--- src/sv/mbeq_pkg.sv ---
package mbeq_pkg;

  localparam int NUM_COEFS = 5;

  localparam logic ACT_SAMPLE = 1'b0;
  localparam logic ACT_COEF   = 1'b1;

  localparam logic CFG_BAND_ENABLE = 1'b0;
  localparam logic CFG_PREAMP_GAIN = 1'b1;

  localparam int ENABLE_BITS = 10;

  typedef enum logic [2:0] {
    S_IDLE,
    S_BAND,
    S_RUN,
    S_GAIN,
    S_OUT
  } state_t;

  // Operand that the shared multiplier takes in a given cycle.
  typedef enum logic [2:0] {
    OP_X,
    OP_X1,
    OP_X2,
    OP_Y1,
    OP_Y2,
    OP_GAIN
  } op_sel_t;

  typedef struct packed {
    logic       accept;
    logic       hist_rd;
    logic       coef_rd;
    logic [2:0] coef_idx;
    logic       mul_en;
    op_sel_t    op;
    logic       acc_init;
    logic       acc_add;
    logic       band_done;
    logic       out_load;
    logic [3:0] band;
  } dp_cmd_t;

  typedef struct packed {
    logic is_sample;
    logic band_on;
    logic out_free;
  } dp_status_t;

endpackage

--- src/sv/mbeq_ctrl.sv ---
module mbeq_ctrl #(
  parameter int BANDS = 10
) (
  input  logic                clk,
  input  logic                rst_n,
  input  logic                in_valid,
  output logic                in_ready,
  input  mbeq_pkg::dp_status_t status,
  output mbeq_pkg::dp_cmd_t    cmd
);
  import mbeq_pkg::*;

  localparam logic [2:0] STEP_READ     = 3'd0;
  localparam logic [2:0] STEP_LAST_RD  = 3'd4;
  localparam logic [2:0] STEP_MUL_LAST = 3'd5;
  localparam logic [2:0] STEP_ADD_FRST = 3'd2;
  localparam logic [2:0] STEP_ADD_LAST = 3'd6;
  localparam logic [2:0] STEP_WRITE    = 3'd7;
  localparam logic [3:0] LAST_BAND     = 4'(BANDS - 1);

  state_t     state_r, state_nxt;
  logic [3:0] band_r, band_nxt;
  logic [2:0] step_r, step_nxt;
  logic       accept;

  assign in_ready = (state_r == S_IDLE);
  assign accept   = in_valid & in_ready;

  always_ff @(posedge clk) begin
    if (!rst_n) begin
      state_r <= S_IDLE;
      band_r  <= '0;
      step_r  <= '0;
    end else begin
      state_r <= state_nxt;
      band_r  <= band_nxt;
      step_r  <= step_nxt;
    end
  end

  always_comb begin
    state_nxt = state_r;
    band_nxt  = band_r;
    step_nxt  = step_r;
    unique case (state_r)
      S_IDLE: begin
        if (accept && status.is_sample) begin
          state_nxt = S_BAND;
          band_nxt  = '0;
        end
      end
      S_BAND: begin
        if (status.band_on) begin
          state_nxt = S_RUN;
          step_nxt  = STEP_READ;
        end else if (band_r == LAST_BAND) begin
          state_nxt = S_GAIN;
        end else begin
          band_nxt = band_r + 4'd1;
        end
      end
      S_RUN: begin
        step_nxt = step_r + 3'd1;
        if (step_r == STEP_WRITE) begin
          if (band_r == LAST_BAND) begin
            state_nxt = S_GAIN;
          end else begin
            state_nxt = S_BAND;
            band_nxt  = band_r + 4'd1;
          end
        end
      end
      S_GAIN: begin
        state_nxt = S_OUT;
      end
      S_OUT: begin
        if (status.out_free) begin
          state_nxt = S_IDLE;
        end
      end
      default: begin
        state_nxt = S_IDLE;
      end
    endcase
  end

  always_comb begin
    cmd          = '0;
    cmd.op       = OP_X;
    cmd.accept   = accept;
    cmd.band     = band_r;
    cmd.coef_idx = step_r;
    unique case (state_r)
      S_IDLE, S_BAND: begin
      end
      S_RUN: begin
        cmd.hist_rd   = (step_r == STEP_READ);
        cmd.acc_init  = (step_r == STEP_READ);
        cmd.coef_rd   = (step_r <= STEP_LAST_RD);
        cmd.mul_en    = (step_r != STEP_READ) && (step_r <= STEP_MUL_LAST);
        cmd.acc_add   = (step_r >= STEP_ADD_FRST) && (step_r <= STEP_ADD_LAST);
        cmd.band_done = (step_r == STEP_WRITE);
        // Coefficient k comes from a registered read, so its operand is selected in the step after the read.
        case (step_r)
          3'd1:    cmd.op = OP_X;
          3'd2:    cmd.op = OP_X1;
          3'd3:    cmd.op = OP_X2;
          3'd4:    cmd.op = OP_Y1;
          default: cmd.op = OP_Y2;
        endcase
      end
      S_GAIN: begin
        cmd.mul_en = 1'b1;
        cmd.op     = OP_GAIN;
      end
      S_OUT: begin
        cmd.out_load = status.out_free;
      end
      default: begin
      end
    endcase
  end

endmodule

--- config.mk ---
export PLATFORM = sky130hd
export DESIGN_NAME = mbeq_ctrl
export DESIGN_NICKNAME = d
export VERILOG_FILES = /design/src/sv/mbeq_pkg.sv /design/src/sv/mbeq_ctrl.sv
export SDC_FILE = /design/constraint.sdc
export NUM_CORES = 1
export LEC_CHECK = 0
export ABC_AREA = 0
export BUFFER_PORTS_ARGS = -buffer_cell sky130_fd_sc_hd__buf_4
export CAP_MARGIN = 20
export CELL_PAD_IN_SITES_DETAIL_PLACEMENT = 0
export CELL_PAD_IN_SITES_GLOBAL_PLACEMENT = 1
export CORE_MARGIN = 5
export CORE_UTILIZATION = 37
export DETAILED_ROUTE_END_ITERATION = 7
export HOLD_SLACK_MARGIN = 0.12
export PLACE_DENSITY = 0.91
export RECOVER_POWER = 100
export SYNTH_ARGS = -nofsm -noshare
export SYNTH_HDL_FRONTEND = slang
export SYNTH_SLANG_ARGS = --single-unit
export TNS_END_PERCENT = 10
--- constraint.sdc ---
create_clock -name clk -period 3.1 [get_ports clk]
set_input_delay 0.465 -clock clk [delete_from_list [all_inputs] [get_ports clk]]
set_output_delay 0.465 -clock clk [all_outputs]
set_load 0.05 [all_outputs]
-- Yosys cells after proc, flatten, opt, wreduce, memory -nomap -nowiden
Cells that the tools add are included.
Widths: inputs -> output; s select.
- add/subtract/negate cells: 2
- magnitude comparators: 4
- equal/unequal tests: 16
- muxes and demuxes: 19
- bitwise gates (word level): 1
- reduce and logical (&&, ||, !) cells: 11
- operators by type and width (kind ; number):
    $mux 3 ; 7
    $mux 4 ; 4
    $pmux 3 s5 ; 1
    $eq 3x2->1 const B ; 4
    $pmux 3 s4 ; 1
    $pmux 4 s3 ; 1
    $eq 3x3->1 const B ; 3
    $le 3x3->1 const B ; 3
    $ne 2x2->1 const B ; 4
    $pmux 4 s2 ; 1
    $reduce_and 4->1 ; 2
    $eq 3x1->1 const B ; 2
    $logic_not 3->1 ; 2
    $pmux 3 s2 ; 1
    $reduce_bool 3->1 ; 2
    $add 4x1->4 const B ; 1
    $eq 4x4->1 const B ; 1
    $mux 2 ; 2
    $add 3x1->3 const B ; 1
    $ge 3x2->1 const B ; 1
    $logic_and 1x1->1 ; 3
    $ne 3x3->1 const B ; 1
    $ne 2x1->1 const B ; 1
    $reduce_and 2->1 ; 1
    other kinds (3) ; 3
- flip-flop bits (word level): 10
- bits of input ports: 6
- output and inout port bits: 19
- logic and storage cells: 56

-- Longest topological paths before layout
- depth after elaboration: 5
- depth in mapped cells: 6
- mapped depth without buffers: 6

-- Least setup slack after synthesis
Ideal clock, no wire load.
- path kind: reg2out
- start: register step_r[1]
- end: output cmd[10] (netlist name)
- data arrival time: 2.127 ns
- required time: 2.635 ns
- slack: 0.508 ns
- cell stages (with the launch flop): 6
- path buffers: 0
- cells stage by stage: dfxtp_1 -> inv_1 -> ha_1 -> a2111oi_0 -> nor3_1 -> nor2_1
- RTL lines (what ; RTL line ; RTL):
    start: declaration ; mbeq_ctrl.sv:23 ; logic [2:0] step_r, step_nxt;
    start signal: assignment ; mbeq_ctrl.sv:37 ; step_r <= step_nxt;
    end: declaration ; mbeq_ctrl.sv:9 ; output mbeq_pkg::dp_cmd_t cmd

==> flow_summary.ini <==
[place]
dpl.hpwl_um = 1380
io_buffers = 24
placed_cells = 141
routabilityCongestion = 0.781
place_area_um2 = 928
place_ws_ns = 1.03

[route]
drtAntennaViolNets = 0
vias = 721
drt_wl_total_um = 1730
drtIter0Drc = 11
first_pass_iters = 4
via_per_inst = 5.01
drc = 0
drt-wirelength-per-cell_um = 12.0

[grt]
grt_pass1_vias = 643
grt.total_usage_pct = 12.2
grt_first_pass_wirelength_um = 2710
antenna_found_initial = 0
grt_max_degree = 13
grt_overflow = 0

[worst_setup_path]
rrSetupSlack_ns = 1.31
critPathRequiredTime_ns = 2.63
cpPeakStageDelay_ns = 0.48
end_kind = primary output
r2r_cells = 6
path_class = reg2out
reg2reg_from = step_r[1]$_SDFFE_PN0P_
worstPathMaxFanout = 8
crit_chain = inv_1 -> ha_1 -> a2111oi_0 -> nor3_1 -> nor2_1 -> clkbuf_1
worstReg2RegEnd = band_r[3]$_SDFFE_PN0P_
slowest_stage = clkbuf_1
start_kind = flop
worstPathArrival_ns = 2.15

[timing]
holdWs_ns = 0.472
layout_min_cycle_time_ns = 2.61
rsz0062_at_grt = no
max_freq_ghz = 0.383
worst_slew_pin_slew_ns = 0.605
setup_viol = 0
setup_tns_ns = 0
hold_viol = 0
slew-limit-headroom_pct = 59.8
report.final.slew_viol_count = 0
setup_slack_ns = 0.488
timing.final.crit_share_pct = 84.3
finalClockSkew_ns = 0.00210

[clocking]
clk_latency_ns = 0.25
clk_path_buf_depth = 2
cts_resized = 0
clkSlewWorstSetupHoldPaths_ns = 0.06
ctsHoldBuffers = 0
cts_inserted_buffers = 3
cts.sinks = 10
cts_tree = done
htree_levels = 1
clock-root-buffer = clkbuf_4
post_cts_buffers = 0

[layout]
seqCellArea_um2 = 200
area_growth_pct = 16.3
multi_input_area_um2 = 490
final_cell_area_um2 = 875
final_cells = 144
num_antenna_cells = 0
finish.utilization_pct = 45.0
fin_nets = 131
fillers = 220
drive_above_1_share_pct = 7.69

[synthesis]
netlist_instances = 96
synth_edf_count = 0
avgSynthCellArea_um2 = 7.83
ys_seq_area_share_pct = 26.6
synth_area_leaders = dfxtp_1 (27%), ha_1 (10%), nand2b_1 (6.7%)
synth.distinct_cells = 33
ys_ff_latch = 10
synth_largest_area_cell = dfxtp_1
synth_ff_type = dfxtp_1
yosys-top-cells-count = dfxtp_1 (10), nor2_1 (9), nand2b_1 (8)
synth-warning-count = 0
synth_fp_nets = 108
async_reset_ff_share_pct = 0
synth.top_cell.area_share_pct = 26.6
synth_area_um2 = 752
yosysMostFrequentCell = dfxtp_1

[worst_hold_path]
hold_depth = 2
worst_hold_path.endpoint = state_r[2]$_SDFFE_PN0P_
min_from = rst_n
hold_path_class = in2reg

[floorplan]
ios = 25
core.rowCount = 16
die_h_um = 55.1
die_w_um = 55.1
start_util_pct = 38.7
core_mm2 = 0.00194
die_area_mm2 = 0.00303

[power_and_ir_drop]
fin_total_pwr_mw = 0.304
seqPwrFrac_pct = 45.6
p_int_mw = 0.201
p_clk_share_pct = 27.5
irDropWorstVdd_mv = 0.191
pwr-share-comb_pct = 26.8
power_leakage_nw = 0.333
powerDensity_mw_per_mm2 = 348
p_sw_mw = 0.104
p_sw_share_pct = 34.1

[status]
status = complete, no violations

[job]
cap_violations = 0
[cell families (layout without fill, tap and decap cells)]
group | after synthesis | after routing | share of synthesized area [%]
fa+ha+maj | 6 | 6 | 9.98
compound gates | 24 | 24 | 22.0
simple gates | 43 | 43 | 31.3
buf+inv | 11 | 32 | 7.49
mux | 2 | 2 | 2.66
flops | 10 | 10 | 26.6
[state kept, by name (all words and copies together) (netlist names)]
register	cells
step_r	3
state_r	3
band_r	4
[worst max-delay path by stage]
stage,startpoint,end,slack [ns],cells after the start
2_1_floorplan,step_r[1]$_SDFFE_PN0P_,cmd[10],0.51,5
3_3_place_gp,step_r[1]$_SDFFE_PN0P_,cmd[10],1.14,6
3_5_place_dp,step_r[1]$_SDFFE_PN0P_,cmd[10],1.03,6
4_1_cts,step_r[1]$_SDFFE_PN0P_,cmd[10],0.74,6
5_1_grt,step_r[1]$_SDFFE_PN0P_,cmd[10],0.39,6
6_report,step_r[1]$_SDFFE_PN0P_,cmd[10],0.49,6
[per-layer routing]
metal | vias to the layer above | global-route usage, % | routed length, um
met4 | 0 | 4.86 | 9
met1 | 324 | 15.6 | 826
met5 | - | 0 | 0
li1 | 377 | - | -
met2 | 18 | 19.7 | 780
met3 | 2 | 2.68 | 108
[critical path, delay by kind of cell, from the launching register on]
kind,cells,cell delay (ns)
AO/OA/AOI/OAI,1,0.44
adder cells (fa/ha/maj),1,0.20
buffers and inverters,2,0.60
flip-flops,1,0.45
AND/OR/NAND/NOR,2,0.20
[layout by cell type, fill, tap and decap left out, types with 2 or more instances in the layout]
| master | instances |
|---|---|
| nor2b_1 | 4 |
| o21ai_0 | 4 |
| clkbuf_4 | 3 |
| o21a_1 | 2 |
| a21oi_1 | 5 |
| nand2b_1 | 8 |
| dfxtp_1 | 10 |
| inv_1 | 5 |
| clkbuf_1 | 19 |
| nor3_1 | 2 |
| ha_1 | 6 |
| nand3_1 | 4 |
| mux2i_1 | 2 |
| and2_1 | 2 |
| nor2_1 | 9 |
| buf_4 | 5 |
| nand2_1 | 6 |
| a22oi_1 | 2 |
| nand3b_1 | 2 |
| a31oi_1 | 3 |
[final cells by class]
| class | count | share of cell area (%) |
|---|---|---|
| flip-flops and latches | 10 | 22.9 |
| repair buffers | 24 | 12.4 |
| inverters | 5 | 2.15 |
| clock buffers | 3 | 2.58 |
| multi-input cells | 75 | 56.1 |
| well taps | 27 | 3.86 |
[power by group through the flow]
stage	clock network [mW]	logic, mW	registers [mW]
2_1_floorplan	0	0.0645	0.143
3_3_place_gp	0	0.0880	0.142
3_5_place_dp	0	0.0897	0.142
4_1_cts	0.0869	0.0900	0.139
5_1_grt	0.0937	0.0883	0.140
6_report	0.0837	0.0816	0.139
No activity file was read; power rests on OpenSTA's default activity.
